### config.mk
export PLATFORM = sky130hd
export DESIGN_NAME = light_animation_mode_sequencer
export DESIGN_NICKNAME = d
export VERILOG_FILES = /design/src/rtl/lams_pkg.sv /design/src/rtl/lams_table.sv /design/src/rtl/light_animation_mode_sequencer.sv
export SDC_FILE = /design/constraint.sdc
export NUM_CORES = 1
export LEC_CHECK = 0
export CORE_MARGIN = 8
export CORE_UTILIZATION = 64
export CTS_CLUSTER_SIZE = 8
export DETAILED_ROUTE_END_ITERATION = 16
export DONT_BUFFER_PORTS = 1
export PLACE_DENSITY = 0.8
export SETUP_SLACK_MARGIN = 0.05
export SKIP_LAST_GASP = 1
export SLEW_MARGIN = 5
export SYNTH_ARGS = -nofsm -noshare
export SYNTH_HDL_FRONTEND = slang
export SYNTH_SLANG_ARGS = --single-unit
### constraint.sdc
create_clock -name clk -period 3.8 [get_ports clk]
set_clock_uncertainty 0.15 [all_clocks]
set_input_delay 0.38 -clock clk [delete_from_list [all_inputs] [get_ports clk]]
set_output_delay 0.38 -clock clk [all_outputs]
set_load 0.02 [all_outputs]
### src/rtl/lams_pkg.sv
// Package: shared constants, codes and types of the light animation mode sequencer.
`default_nettype none
package lams_pkg;

    localparam int GROUP_COUNT      = 16;
    localparam int LED_STATE_COUNT  = 8;
    localparam int BULB_STATE_COUNT = 4;
    localparam int GRP_W            = $clog2(GROUP_COUNT);

    // event codes
    localparam logic [2:0] EV_NEXT_ANIM  = 3'd0;
    localparam logic [2:0] EV_NEXT_MODE  = 3'd1;
    localparam logic [2:0] EV_TOGGLE     = 3'd2;
    localparam logic [2:0] EV_PEER       = 3'd3;
    localparam logic [2:0] EV_BCAST_DONE = 3'd4;
    localparam logic [2:0] EV_TICK       = 3'd5;

    // operating modes
    localparam logic [1:0] OPM_NETWORK    = 2'd0;
    localparam logic [1:0] OPM_INDIVIDUAL = 2'd1;
    localparam logic [1:0] OPM_OPEN_PIXEL = 2'd2;

    // register indexes
    localparam logic [2:0] REG_DEVICE_KIND = 3'd0;
    localparam logic [2:0] REG_OWN_GROUP   = 3'd1;
    localparam logic [2:0] REG_ADV_DELAY   = 3'd2;
    localparam logic [2:0] REG_SHOW_ANIM   = 3'd3;
    localparam logic [2:0] REG_SHOW_MODE   = 3'd4;
    localparam logic [2:0] REG_DISABLING   = 3'd5;
    localparam logic [2:0] REG_ENABLING    = 3'd6;

    typedef struct packed {
        logic             en;
        logic [GRP_W-1:0] addr;
        logic [7:0]       data;
    } tbl_wr_t;

endpackage
`default_nettype wire

### src/rtl/lams_table.sv
// Group state table: synchronous memory with valid bits and write-to-read forwarding.
`default_nettype none
module lams_table (
    input  wire logic                        clk,
    input  wire logic                        rst_n,
    input  wire logic                        rd_en,
    input  wire logic [lams_pkg::GRP_W-1:0]  rd_addr,
    input  wire lams_pkg::tbl_wr_t           wr,
    output logic [7:0]                       rd_data
);

    logic [7:0]                      mem [lams_pkg::GROUP_COUNT];
    logic [7:0]                      mem_rd_reg;
    logic [lams_pkg::GROUP_COUNT-1:0] valid_reg;
    logic                            vld_rd_reg;
    logic                            fwd_hit_reg;
    logic [7:0]                      fwd_data_reg;

    always_ff @(posedge clk)
    begin
        if (wr.en)
        begin
            mem[wr.addr] <= wr.data;
        end
        if (rd_en)
        begin
            mem_rd_reg <= mem[rd_addr];
        end
    end

    always_ff @(posedge clk or negedge rst_n)
    begin
        if (!rst_n)
        begin
            valid_reg    <= '0;
            vld_rd_reg   <= 1'b0;
            fwd_hit_reg  <= 1'b0;
            fwd_data_reg <= 8'd0;
        end
        else
        begin
            if (wr.en)
            begin
                valid_reg[wr.addr] <= 1'b1;
            end
            if (rd_en)
            begin
                vld_rd_reg   <= valid_reg[rd_addr];
                // a write landing on the read address in the same edge wins
                fwd_hit_reg  <= wr.en && (wr.addr == rd_addr);
                fwd_data_reg <= wr.data;
            end
        end
    end

    assign rd_data = fwd_hit_reg ? fwd_data_reg : (vld_rd_reg ? mem_rd_reg : 8'd0);

endmodule
`default_nettype wire

### src/rtl/light_animation_mode_sequencer.sv
// A result is presented on the master side from the output register, after its item has passed
// the input stage; a stall on the master side holds the item in the input stage.
// Throughput: one item per cycle unless the master side stalls; the read-modify-write of
// the group table in lams_table keeps that rate by forwarding a write to the own-group read.
// Reset: all state to its reset values (lit set, network mode), registers to defaults,
// table valid bits cleared so every group reads zero; no clearing pass.
`default_nettype none
module light_animation_mode_sequencer (
    input  wire logic        clk,
    input  wire logic        rst_n,
    // slave side
    input  wire logic        s_tvalid,
    output logic             s_tready,
    input  wire logic [47:0] s_tdata,   // now_ms[31:0], peer_group[35:32], peer_state[43:36]
    input  wire logic [2:0]  s_tuser,   // event[2:0]
    // master side
    output logic             m_tvalid,
    input  wire logic        m_tready,
    output logic [23:0]      m_tdata,   // changed[0], shown_index[8:1], pending_index[16:9],
                                        // op_mode[18:17], lit[19], advancing[20],
                                        // broadcast_needed[21]
    // configuration
    input  wire logic        psel,
    input  wire logic        penable,
    input  wire logic        pwrite,
    input  wire logic [4:0]  paddr,
    input  wire logic [31:0] pwdata,
    output logic [31:0]      prdata,
    output logic             pready
);

    // configuration registers
    logic        device_kind_reg;
    logic [3:0]  own_group_reg;
    logic [31:0] adv_delay_reg;
    logic [7:0]  show_anim_reg;
    logic [7:0]  show_mode_reg;
    logic [7:0]  disabling_reg;
    logic [7:0]  enabling_reg;

    logic       cfg_wr;
    logic [2:0] cfg_idx;

    assign pready  = 1'b1;
    assign cfg_wr  = psel && penable && pwrite && pready;
    assign cfg_idx = paddr[4:2];

    always_ff @(posedge clk or negedge rst_n)
    begin
        if (!rst_n)
        begin
            device_kind_reg <= 1'b0;
            own_group_reg   <= 4'd0;
            adv_delay_reg   <= 32'd1000;
            show_anim_reg   <= 8'd252;
            show_mode_reg   <= 8'd253;
            disabling_reg   <= 8'd254;
            enabling_reg    <= 8'd255;
        end
        else if (cfg_wr)
        begin
            unique case (cfg_idx)
                lams_pkg::REG_DEVICE_KIND: device_kind_reg <= pwdata[0];
                lams_pkg::REG_OWN_GROUP:   own_group_reg   <= pwdata[3:0];
                lams_pkg::REG_ADV_DELAY:   adv_delay_reg   <= pwdata;
                lams_pkg::REG_SHOW_ANIM:   show_anim_reg   <= pwdata[7:0];
                lams_pkg::REG_SHOW_MODE:   show_mode_reg   <= pwdata[7:0];
                lams_pkg::REG_DISABLING:   disabling_reg   <= pwdata[7:0];
                lams_pkg::REG_ENABLING:    enabling_reg    <= pwdata[7:0];
                default: ;
            endcase
        end
    end

    always_comb
    begin
        unique case (cfg_idx)
            lams_pkg::REG_DEVICE_KIND: prdata = {31'd0, device_kind_reg};
            lams_pkg::REG_OWN_GROUP:   prdata = {28'd0, own_group_reg};
            lams_pkg::REG_ADV_DELAY:   prdata = adv_delay_reg;
            lams_pkg::REG_SHOW_ANIM:   prdata = {24'd0, show_anim_reg};
            lams_pkg::REG_SHOW_MODE:   prdata = {24'd0, show_mode_reg};
            lams_pkg::REG_DISABLING:   prdata = {24'd0, disabling_reg};
            lams_pkg::REG_ENABLING:    prdata = {24'd0, enabling_reg};
            default:                   prdata = 32'd0;
        endcase
    end

    // input stage
    logic        s1_valid_reg;
    logic [2:0]  s1_ev_reg;
    logic [31:0] s1_now_reg;
    logic [3:0]  s1_pg_reg;
    logic [7:0]  s1_ps_reg;
    logic        in_acc;
    logic        commit;
    logic        out_valid_reg;
    logic [23:0] out_data_reg;

    assign in_acc   = s_tvalid && s_tready;
    assign commit   = s1_valid_reg && (!out_valid_reg || m_tready);
    assign s_tready = !s1_valid_reg || commit;

    always_ff @(posedge clk or negedge rst_n)
    begin
        if (!rst_n)
        begin
            s1_valid_reg <= 1'b0;
        end
        else if (s_tready)
        begin
            s1_valid_reg <= s_tvalid;
        end
    end

    always_ff @(posedge clk)
    begin
        if (in_acc)
        begin
            s1_ev_reg  <= s_tuser;
            s1_now_reg <= s_tdata[31:0];
            s1_pg_reg  <= s_tdata[35:32];
            s1_ps_reg  <= s_tdata[43:36];
        end
    end

    // group table; the only read address is the own group
    lams_pkg::tbl_wr_t tbl_wr;
    logic [7:0]        tbl_rd;

    lams_table u_table (
        .clk     (clk),
        .rst_n   (rst_n),
        .rd_en   (in_acc),
        .rd_addr (own_group_reg[lams_pkg::GRP_W-1:0]),
        .wr      (tbl_wr),
        .rd_data (tbl_rd)
    );

    // scalar state
    logic [7:0]  shown_reg,    shown_next;
    logic [7:0]  pending_reg,  pending_next;
    logic [31:0] deadline_reg, deadline_next;
    logic        adv_reg,      adv_next;
    logic        dis_after_reg, dis_after_next;
    logic        lit_reg,      lit_next;
    logic [1:0]  opm_reg,      opm_next;
    logic        bcast_reg,    bcast_next;
    logic        changed;

    logic [7:0]  base;
    logic [7:0]  inc;
    logic [8:0]  limit;
    logic        own_in_tbl;
    logic        pg_in_tbl;
    logic        tick_fire;
    logic        lit_after;

    always_comb
    begin
        base       = adv_reg ? pending_reg : shown_reg;
        inc        = base + 8'd1;
        limit      = device_kind_reg ? 9'(lams_pkg::BULB_STATE_COUNT)
                                     : 9'(lams_pkg::LED_STATE_COUNT);
        own_in_tbl = ({1'b0, own_group_reg} < 5'(lams_pkg::GROUP_COUNT));
        pg_in_tbl  = ({1'b0, s1_pg_reg} < 5'(lams_pkg::GROUP_COUNT));
        tick_fire  = adv_reg && (deadline_reg <= s1_now_reg);
        lit_after  = lit_reg && !dis_after_reg;

        shown_next     = shown_reg;
        pending_next   = pending_reg;
        deadline_next  = deadline_reg;
        adv_next       = adv_reg;
        dis_after_next = dis_after_reg;
        lit_next       = lit_reg;
        opm_next       = opm_reg;
        bcast_next     = bcast_reg;
        changed        = 1'b0;
        tbl_wr.en      = 1'b0;
        tbl_wr.addr    = own_group_reg[lams_pkg::GRP_W-1:0];
        tbl_wr.data    = show_anim_reg;

        unique case (s1_ev_reg)
            lams_pkg::EV_NEXT_ANIM:
            begin
                // wrap to zero at the state count of the device kind
                pending_next  = ({1'b0, inc} >= limit) ? 8'd0 : inc;
                adv_next      = 1'b1;
                deadline_next = s1_now_reg + adv_delay_reg;
                shown_next    = show_anim_reg;
                if (opm_reg == lams_pkg::OPM_NETWORK)
                begin
                    tbl_wr.en  = own_in_tbl;
                    bcast_next = 1'b1;
                end
                changed = 1'b1;
            end
            lams_pkg::EV_NEXT_MODE:
            begin
                shown_next    = show_mode_reg;
                adv_next      = 1'b1;
                deadline_next = s1_now_reg + adv_delay_reg;
                if (opm_reg == lams_pkg::OPM_NETWORK)
                begin
                    opm_next     = lams_pkg::OPM_INDIVIDUAL;
                    pending_next = base;
                end
                else if (opm_reg == lams_pkg::OPM_INDIVIDUAL)
                begin
                    opm_next     = lams_pkg::OPM_OPEN_PIXEL;
                    pending_next = 8'd0;
                end
                else
                begin
                    opm_next     = lams_pkg::OPM_NETWORK;
                    pending_next = own_in_tbl ? tbl_rd : 8'd0;
                end
                changed = 1'b1;
            end
            lams_pkg::EV_TOGGLE:
            begin
                pending_next  = base;
                adv_next      = 1'b1;
                deadline_next = s1_now_reg + adv_delay_reg;
                if (lit_reg)
                begin
                    shown_next     = disabling_reg;
                    dis_after_next = 1'b1;
                end
                else
                begin
                    shown_next     = enabling_reg;
                    dis_after_next = 1'b0;
                    lit_next       = 1'b1;
                end
                changed = 1'b1;
            end
            lams_pkg::EV_PEER:
            begin
                tbl_wr.en   = pg_in_tbl;
                tbl_wr.addr = s1_pg_reg[lams_pkg::GRP_W-1:0];
                tbl_wr.data = s1_ps_reg;
                if (opm_reg == lams_pkg::OPM_NETWORK && own_group_reg == s1_pg_reg)
                begin
                    adv_next   = 1'b0;
                    shown_next = s1_ps_reg;
                end
                changed = 1'b1;
            end
            lams_pkg::EV_BCAST_DONE:
            begin
                bcast_next = 1'b0;
                changed    = 1'b1;
            end
            lams_pkg::EV_TICK:
            begin
                if (tick_fire)
                begin
                    shown_next     = pending_reg;
                    adv_next       = 1'b0;
                    dis_after_next = 1'b0;
                    lit_next       = lit_after;
                    if (opm_reg == lams_pkg::OPM_NETWORK && lit_after)
                    begin
                        tbl_wr.en   = own_in_tbl;
                        tbl_wr.data = pending_reg;
                        bcast_next  = 1'b1;
                    end
                    changed = 1'b1;
                end
            end
            default: ;
        endcase

        if (!commit)
        begin
            tbl_wr.en = 1'b0;
        end
    end

    always_ff @(posedge clk or negedge rst_n)
    begin
        if (!rst_n)
        begin
            shown_reg     <= 8'd0;
            pending_reg   <= 8'd0;
            deadline_reg  <= 32'd0;
            adv_reg       <= 1'b0;
            dis_after_reg <= 1'b0;
            lit_reg       <= 1'b1;
            opm_reg       <= lams_pkg::OPM_NETWORK;
            bcast_reg     <= 1'b0;
            out_valid_reg <= 1'b0;
        end
        else
        begin
            if (commit)
            begin
                shown_reg     <= shown_next;
                pending_reg   <= pending_next;
                deadline_reg  <= deadline_next;
                adv_reg       <= adv_next;
                dis_after_reg <= dis_after_next;
                lit_reg       <= lit_next;
                opm_reg       <= opm_next;
                bcast_reg     <= bcast_next;
                out_valid_reg <= 1'b1;
            end
            else if (m_tready)
            begin
                out_valid_reg <= 1'b0;
            end
        end
    end

    always_ff @(posedge clk)
    begin
        if (commit)
        begin
            out_data_reg <= {2'b00, bcast_next, adv_next, lit_next, opm_next,
                             pending_next, shown_next, changed};
        end
    end

    assign m_tvalid = out_valid_reg;
    assign m_tdata  = out_data_reg;

`ifndef SYNTH
    // the table is only written by an item that is leaving the stage
    a_tbl_wr_on_commit: assert property (@(posedge clk) disable iff (!rst_n)
        tbl_wr.en |-> commit)
        else $error("table written without commit");

    // a committed item always shows up on the master side next cycle
    a_commit_out: assert property (@(posedge clk) disable iff (!rst_n)
        commit |=> m_tvalid)
        else $error("committed item not presented");

    // the device only turns off through a tick
    a_lit_fall: assert property (@(posedge clk) disable iff (!rst_n)
        $fell(lit_reg) |-> $past(commit && s1_ev_reg == lams_pkg::EV_TICK))
        else $error("lit cleared outside a tick");

    // a firing tick ends the advance
    a_tick_ends_adv: assert property (@(posedge clk) disable iff (!rst_n)
        (commit && s1_ev_reg == lams_pkg::EV_TICK && tick_fire) |=> !adv_reg)
        else $error("advance still pending after tick");
`endif

endmodule
`default_nettype wire
==> results_dict.tcl, run 1 <==
set metrics [dict create \
    worstMarginPinSlew_ps 941 \
    num_vias 12800 \
    coreArea_um2 27600 \
    grt_usage 0.271 \
    io_pins 154 \
    synth-main-ff-cell "edfxtp_1" \
    hpwl_um 29800 \
    clock-sinks 356 \
    dr.pass1.iters 6 \
    wl_um 45400 \
    grt_max_degree 152 \
    start_kind "flip-flop" \
    r2r_slack_ps 200 \
    first_iter_violations 1323 \
    period_needed_ps 3600 \
    ant_nets 0 \
    dp_slack_ps 10.0 \
    dieArea_um2 33500 \
    cts_buffer_depth 3 \
    via_per_inst 6.53 \
    p_leak_nw 8.24 \
    grt_pass1_vias 12800 \
    failed_checks "negative hold slack" \
    outcome "complete, but fails checks" \
    final_cell_mix "edfxtp_1, dfrtp_1, nand2_1" \
    yosysWarnings 0 \
    regArea_um2 9980 \
    htreeDepth 2 \
    wl_per_cell_um 23.2 \
    synth.avg_cell_area_um2 12.5 \
    hp-class "in -> async" \
    dp_cells 1778 \
    diodes 0 \
    synth_top_family_by_area "compound AO/OA/AOI/OAI gates" \
    max_freq_mhz 278 \
    top_register "u_table.mem" \
    clkLatencyLatePin_ps 570 \
    finalNonFillerCells 1955 \
    numCtsBuffers 50 \
    path_class "reg -> reg" \
    synthAdderAreaFrac 0.0480 \
    gr-total-overflow 0 \
    io_buffers 0 \
    yosysSeqAreaShare 0.558 \
    synth-compound-area-share 0.137 \
    finalHoldViolations 151 \
    synth_area_um2 17900 \
    synthXorXnorAreaFrac 0.0147 \
    postSynthCellCount 1427 \
    drc 0 \
    finalSetupTns_ps 0 \
    rsz0062_at_grt "no" \
    grt_pass1_wl_um 71500 \
    synth_simple_gate_area_frac 0.0879 \
    muxShareOfSynthArea 0.124 \
    synth_edf_count 205 \
    rows 61 \
    clk_pin_slew_ps 50 \
    cts_tree "done" \
    post-route-period-util 0.947 \
    hold_slack_ps -642 \
    nFillCells 1740 \
    gp_congestion 0.896 \
    start_util 0.647 \
    die_h_um 183 \
    ys_types 76 \
    required_ps 3910 \
    antenna_found_initial 1 \
    vdd_drop_max_mv 0.384 \
    drive_above_1_share 0.199 \
    async_flop_share 0.424 \
    nets 1698 \
    fp.dieW_um 183 \
    power_mw 12.5 \
    synth_seq_cells 356 \
    area_growth_pct 16.1 \
    ctsHoldBuffers 83 \
    cap_violations 0 \
    cp_data_arrival_time_ps 3710 \
    p_per_area_nw_per_um2 601 \
    setup_viol 0 \
    multi_input_area_um2 7410 \
    drv_slew 0 \
    max_slew_margin 0.366 \
    largest_reg_flops 128 \
    root_buffer "clkbuf_16" \
    critPathMaxFanout 17 \
    end_kind "flip-flop" \
    mostFrequentLayoutCell "edfxtp_1" \
    layout_setup_ws_ps 203 \
    cts_setup_buffers 0 \
]
-- power by group --
group          switching, mW  total [mW]  internal, mW  leakage (nW)
registers              0.546        5.34          4.80          3.73
logic                   1.63        2.96          1.33          3.82
clock network           1.67        4.17          2.49         0.699
-- final timing paths --
kind,from,end,cells past startpoint
min reg2reg,u_table.valid_reg[3],u_table.valid_reg[3],1
min in group clk,m_tready,s1_valid_reg,2
min,rst_n,adv_delay_reg[30],0
max in group asynchronous,rst_n,lit_reg,0
max,s1_now_reg[17],u_table.mem[3][6],12
max reg2reg,s1_now_reg[17],u_table.mem[3][6],12
-- cell families after synthesis --
logic type | count (synthesis)
XOR/XNOR | 30
adder cells (fa/ha/maj) | 68
AO/OA/AOI/OAI | 367
buffers and inverters | 127
flip-flops | 356
AND/OR/NAND/NOR | 322
other | 2
multiplexers | 155
-- per-layer routing --
layer | global-route usage | part of all wire
met5 | 0 | 0.00029
met4 | 0.108 | 0.038
met3 | 0.0493 | 0.084
met1 | 0.355 | 0.40
met2 | 0.444 | 0.48
-- cell usage after synthesis, types with 16 or more instances --
library cell | n | area [um^2]
a21o_1 | 24 | 180
a21oi_1 | 93 | 465
a31o_2 | 18 | 158
and2_1 | 26 | 163
clkbuf_1 | 46 | 173
dfrtp_1 | 116 | 2900
dfstp_2 | 35 | 920
edfxtp_1 | 205 | 6160
ha_1 | 67 | 838
inv_1 | 53 | 199
mux2_2 | 88 | 991
mux2i_1 | 22 | 220
mux4_2 | 45 | 1010
nand2_1 | 101 | 379
nand2b_1 | 18 | 113
nand3_1 | 21 | 105
nor2_1 | 65 | 244
nor2b_1 | 22 | 138
nor3_1 | 27 | 135
o21a_1 | 16 | 120
o21ai_0 | 79 | 395
xor2_1 | 17 | 149
-- what timing repair did --
action,4_1_cts,5_1_grt
endpoints found under the setup margin,80,48
gates resized for setup,5,3
hold endpoints to repair,269,151
-- critical path: stages, from the launching register on --
cell and delay (ps):
edfxtp_1 420, inv_1 90, ha_1 240, a21oi_1 170
o21a_1 140, o211ai_1 170, a221o_1 440, o21ai_4 200
buf_4 180, nand3_2 80, o21a_1 440, nor3_1 330
buf_4 240
-- per-stage QoR --
stage | cell area [um^2] | hold slack, ps | util
3_3_place_gp | 18400 | -61.8 | 0.666
6_report | 20800 | -642 | 0.751
3_5_place_dp | 18400 | -61.7 | 0.666
4_1_cts | 20700 | -651 | 0.751
5_1_grt | 20800 | -653 | 0.751
2_1_floorplan | 17900 | -65.6 | -
-- cell type report --
cell class | count | area share
Sequential cell | 356 | 0.481
Tap cell | 378 | 0.0228
Inverter | 54 | 0.00977
Multi-Input combinational cell | 945 | 0.357
Clock inverter | 3 | 0.00434
Timing Repair Buffer | 128 | 0.0575
Clock buffer | 91 | 0.0677
Note: power is estimated with default switching activity, not from simulation.
==> run 2: changes to the inputs <==
--- a/config.mk
+++ b/config.mk
@@ -16,4 +16,5 @@
 export SLEW_MARGIN = 5
 export SYNTH_ARGS = -nofsm -noshare
 export SYNTH_HDL_FRONTEND = slang
+export SYNTH_HIERARCHICAL = 1
 export SYNTH_SLANG_ARGS = --single-unit
==> results_dict.tcl, run 2 <==
set metrics [dict create \
    outcome "complete, but fails checks" \
    failed_checks "negative hold slack" \
    yosysMostFrequentCell "edfxtp_1" \
    synth.avg_cell_area_um2 12.9 \
    drive_above_1_share 0.200 \
    grtUsageMet3 0.0537 \
    synth_edf_count 205 \
    path_class "reg -> reg" \
    cts_setup_buffers 0 \
    via_per_inst 6.39 \
    p_per_area_nw_per_um2 599 \
    numCtsBuffers 50 \
    rr_worst_depth 14 \
    clkLatencyLatePin_ps 570 \
    grt_pass1_wl_um 70400 \
    area_growth_pct 16.1 \
    vdd_drop_max_mv 0.527 \
    period_needed_ps 3760 \
    cts_tree "done" \
    layout_setup_ws_ps 40.5 \
    grt_usage 0.272 \
    num_vias 12200 \
    ys_top_cells_by_count "edfxtp_1, dfrtp_1, nand2_1" \
    ctsHoldBuffers 84 \
    drv_slew 0 \
    post-route-period-util 0.989 \
    critPathMaxFanout 9 \
    wl_per_cell_um 24.0 \
    p_leak_nw 8.27 \
    final_cell_mix "edfxtp_1, dfrtp_1, nand2_1" \
    gp_congestion 0.930 \
    htreeDepth 2 \
    mostFrequentLayoutCell "edfxtp_1" \
    grt_max_degree 152 \
    setup_viol 0 \
    dp_slack_ps 59.8 \
    yosys-top-cells-area "edfxtp_1, dfrtp_1, mux2_2, dfstp_2, ha_1" \
    io_buffers 0 \
    rows 61 \
    r2r_slack_ps 40 \
    yosysWarnings 6 \
    rsz0062_at_grt "yes" \
    reg2reg_to "u_table/mem[1][1]" \
    nets 1650 \
    wl_um 45700 \
    finalCoreUtilization 0.748 \
    finalSetupTns_ps 0 \
    grt_use_met2 0.460 \
    drc 0 \
    hpwl_um 29500 \
    top_usage_layer "met2" \
    cap_violations 0 \
    required_ps 3920 \
    largest_reg_flops 128 \
    max_freq_mhz 266 \
    first_iter_violations 1148 \
    gr-total-overflow 0 \
    postSynthCellCount 1374 \
    hp-class "in -> async" \
    power_mw 12.3 \
    synth-main-ff-cell "edfxtp_1" \
    synth.largest_area_cell "edfxtp_1" \
    r2r_start "s1_now_reg[1]" \
    worstMarginPinSlew_ps 1000 \
    antenna_found_initial 0 \
    finalHoldViolations 151 \
    cp_data_arrival_time_ps 3880 \
    synth_seq_cells 356 \
    end_kind "flip-flop" \
    dr.pass1.iters 6 \
    die_h_um 183 \
    async_flop_share 0.424 \
    io_pins 154 \
    dieArea_um2 33300 \
    ant_nets 0 \
    yosysSeqAreaShare 0.562 \
    hold_slack_ps -603 \
    synth_area_um2 17800 \
    root_buffer "clkbuf_16" \
    grtUsageMet1 0.347 \
    coreArea_um2 27600 \
    max_slew_margin 0.333 \
    clk_pin_slew_ps 50 \
    clock-sinks 356 \
    grt_pass1_vias 12300 \
    top_register "u_table/mem" \
    ys_types 70 \
    cts_buffer_depth 3 \
    synth_top_area_frac 0.347 \
    start_kind "flip-flop" \
    start_util 0.644 \
    fp.dieW_um 183 \
]
==> run 2: kinds of logic (layout without fill, tap and decap cells) <==
family	Yosys count	count (layout)	synth area share
multiplexers	163	163	0.134
other	2	4	0.000423
XOR/XNOR	34	34	0.0168
adder cells (fa/ha/maj)	68	68	0.0483
buffers and inverters	114	266	0.0293
flip-flops	356	356	0.562
AO/OA/AOI/OAI	306	306	0.118
AND/OR/NAND/NOR	331	331	0.0915
==> run 2: worst max-delay path by stage <==
stage | from | endpoint | slack [ps] | cells after the start
after floorplan | s1_now_reg[21] | u_table/mem[2][0] | -60 | 14
after global placement | s1_now_reg[21] | u_table/mem[0][5] | 130 | 14
after detailed placement | s1_now_reg[21] | u_table/mem[0][7] | 60 | 14
after CTS | s1_now_reg[1] | u_table/mem[0][0] | 60 | 14
after global routing | s1_now_reg[21] | u_table/mem[1][7] | -6 | 14
final | s1_now_reg[1] | u_table/mem[1][1] | 40 | 14
==> run 2: where the power goes <==
part / total, mW / switching [mW] / internal (mW)
registers: 5.37 / 0.573 / 4.80
clock network: 4.14 / 1.65 / 2.49
logic: 2.84 / 1.52 / 1.32
total: 12.3 / 3.74 / 8.61
==> run 2: cell type report <==
class,instances,area (um^2)
tap,378,473
clock inverter,3,68.8
clock buffer,89,1410
multi-input combinational,905,7330
timing repair buffer,125,1170
antenna,1,2.50
inverter,49,184
sequential,356,9980
fill,1693,6940
==> run 2: repair_timing <==
| item | in CTS | in global routing |
|---|---|---|
| setup endpoints to repair | 31 | 152 |
| endpoints found under the hold margin | 269 | 151 |
| resized for setup | 2 | 14 |
| pin swaps | 0 | 2 |
==> run 2: worst max-delay path: stages (launching register included) <==
cell	delay [ps]
edfxtp_1	410
inv_1	120
ha_1	250
nor2b_1	140
o21a_1	160
o21a_1	160
o21bai_1	120
a21oi_1	100
o21ba_2	290
o21ai_4	200
nand4_1	250
a21oi_2	250
or3b_4	450
nor2_1	220
buf_6	200
==> run 2: per-layer routing <==
layer / vias up / routed length (um)
li1: 5425 / -
met1: 6062 / 17800
met2: 577 / 22700
met3: 117 / 3670
met4: 0 / 1490
met5: - / 0
==> run 2: through the flow <==
stage,instances,instance area [um^2]
floorplan,1375,17800
global placement,1729,18300
detailed placement,1729,18300
CTS,1905,20600
global route,1905,20600
finish,1906,20600
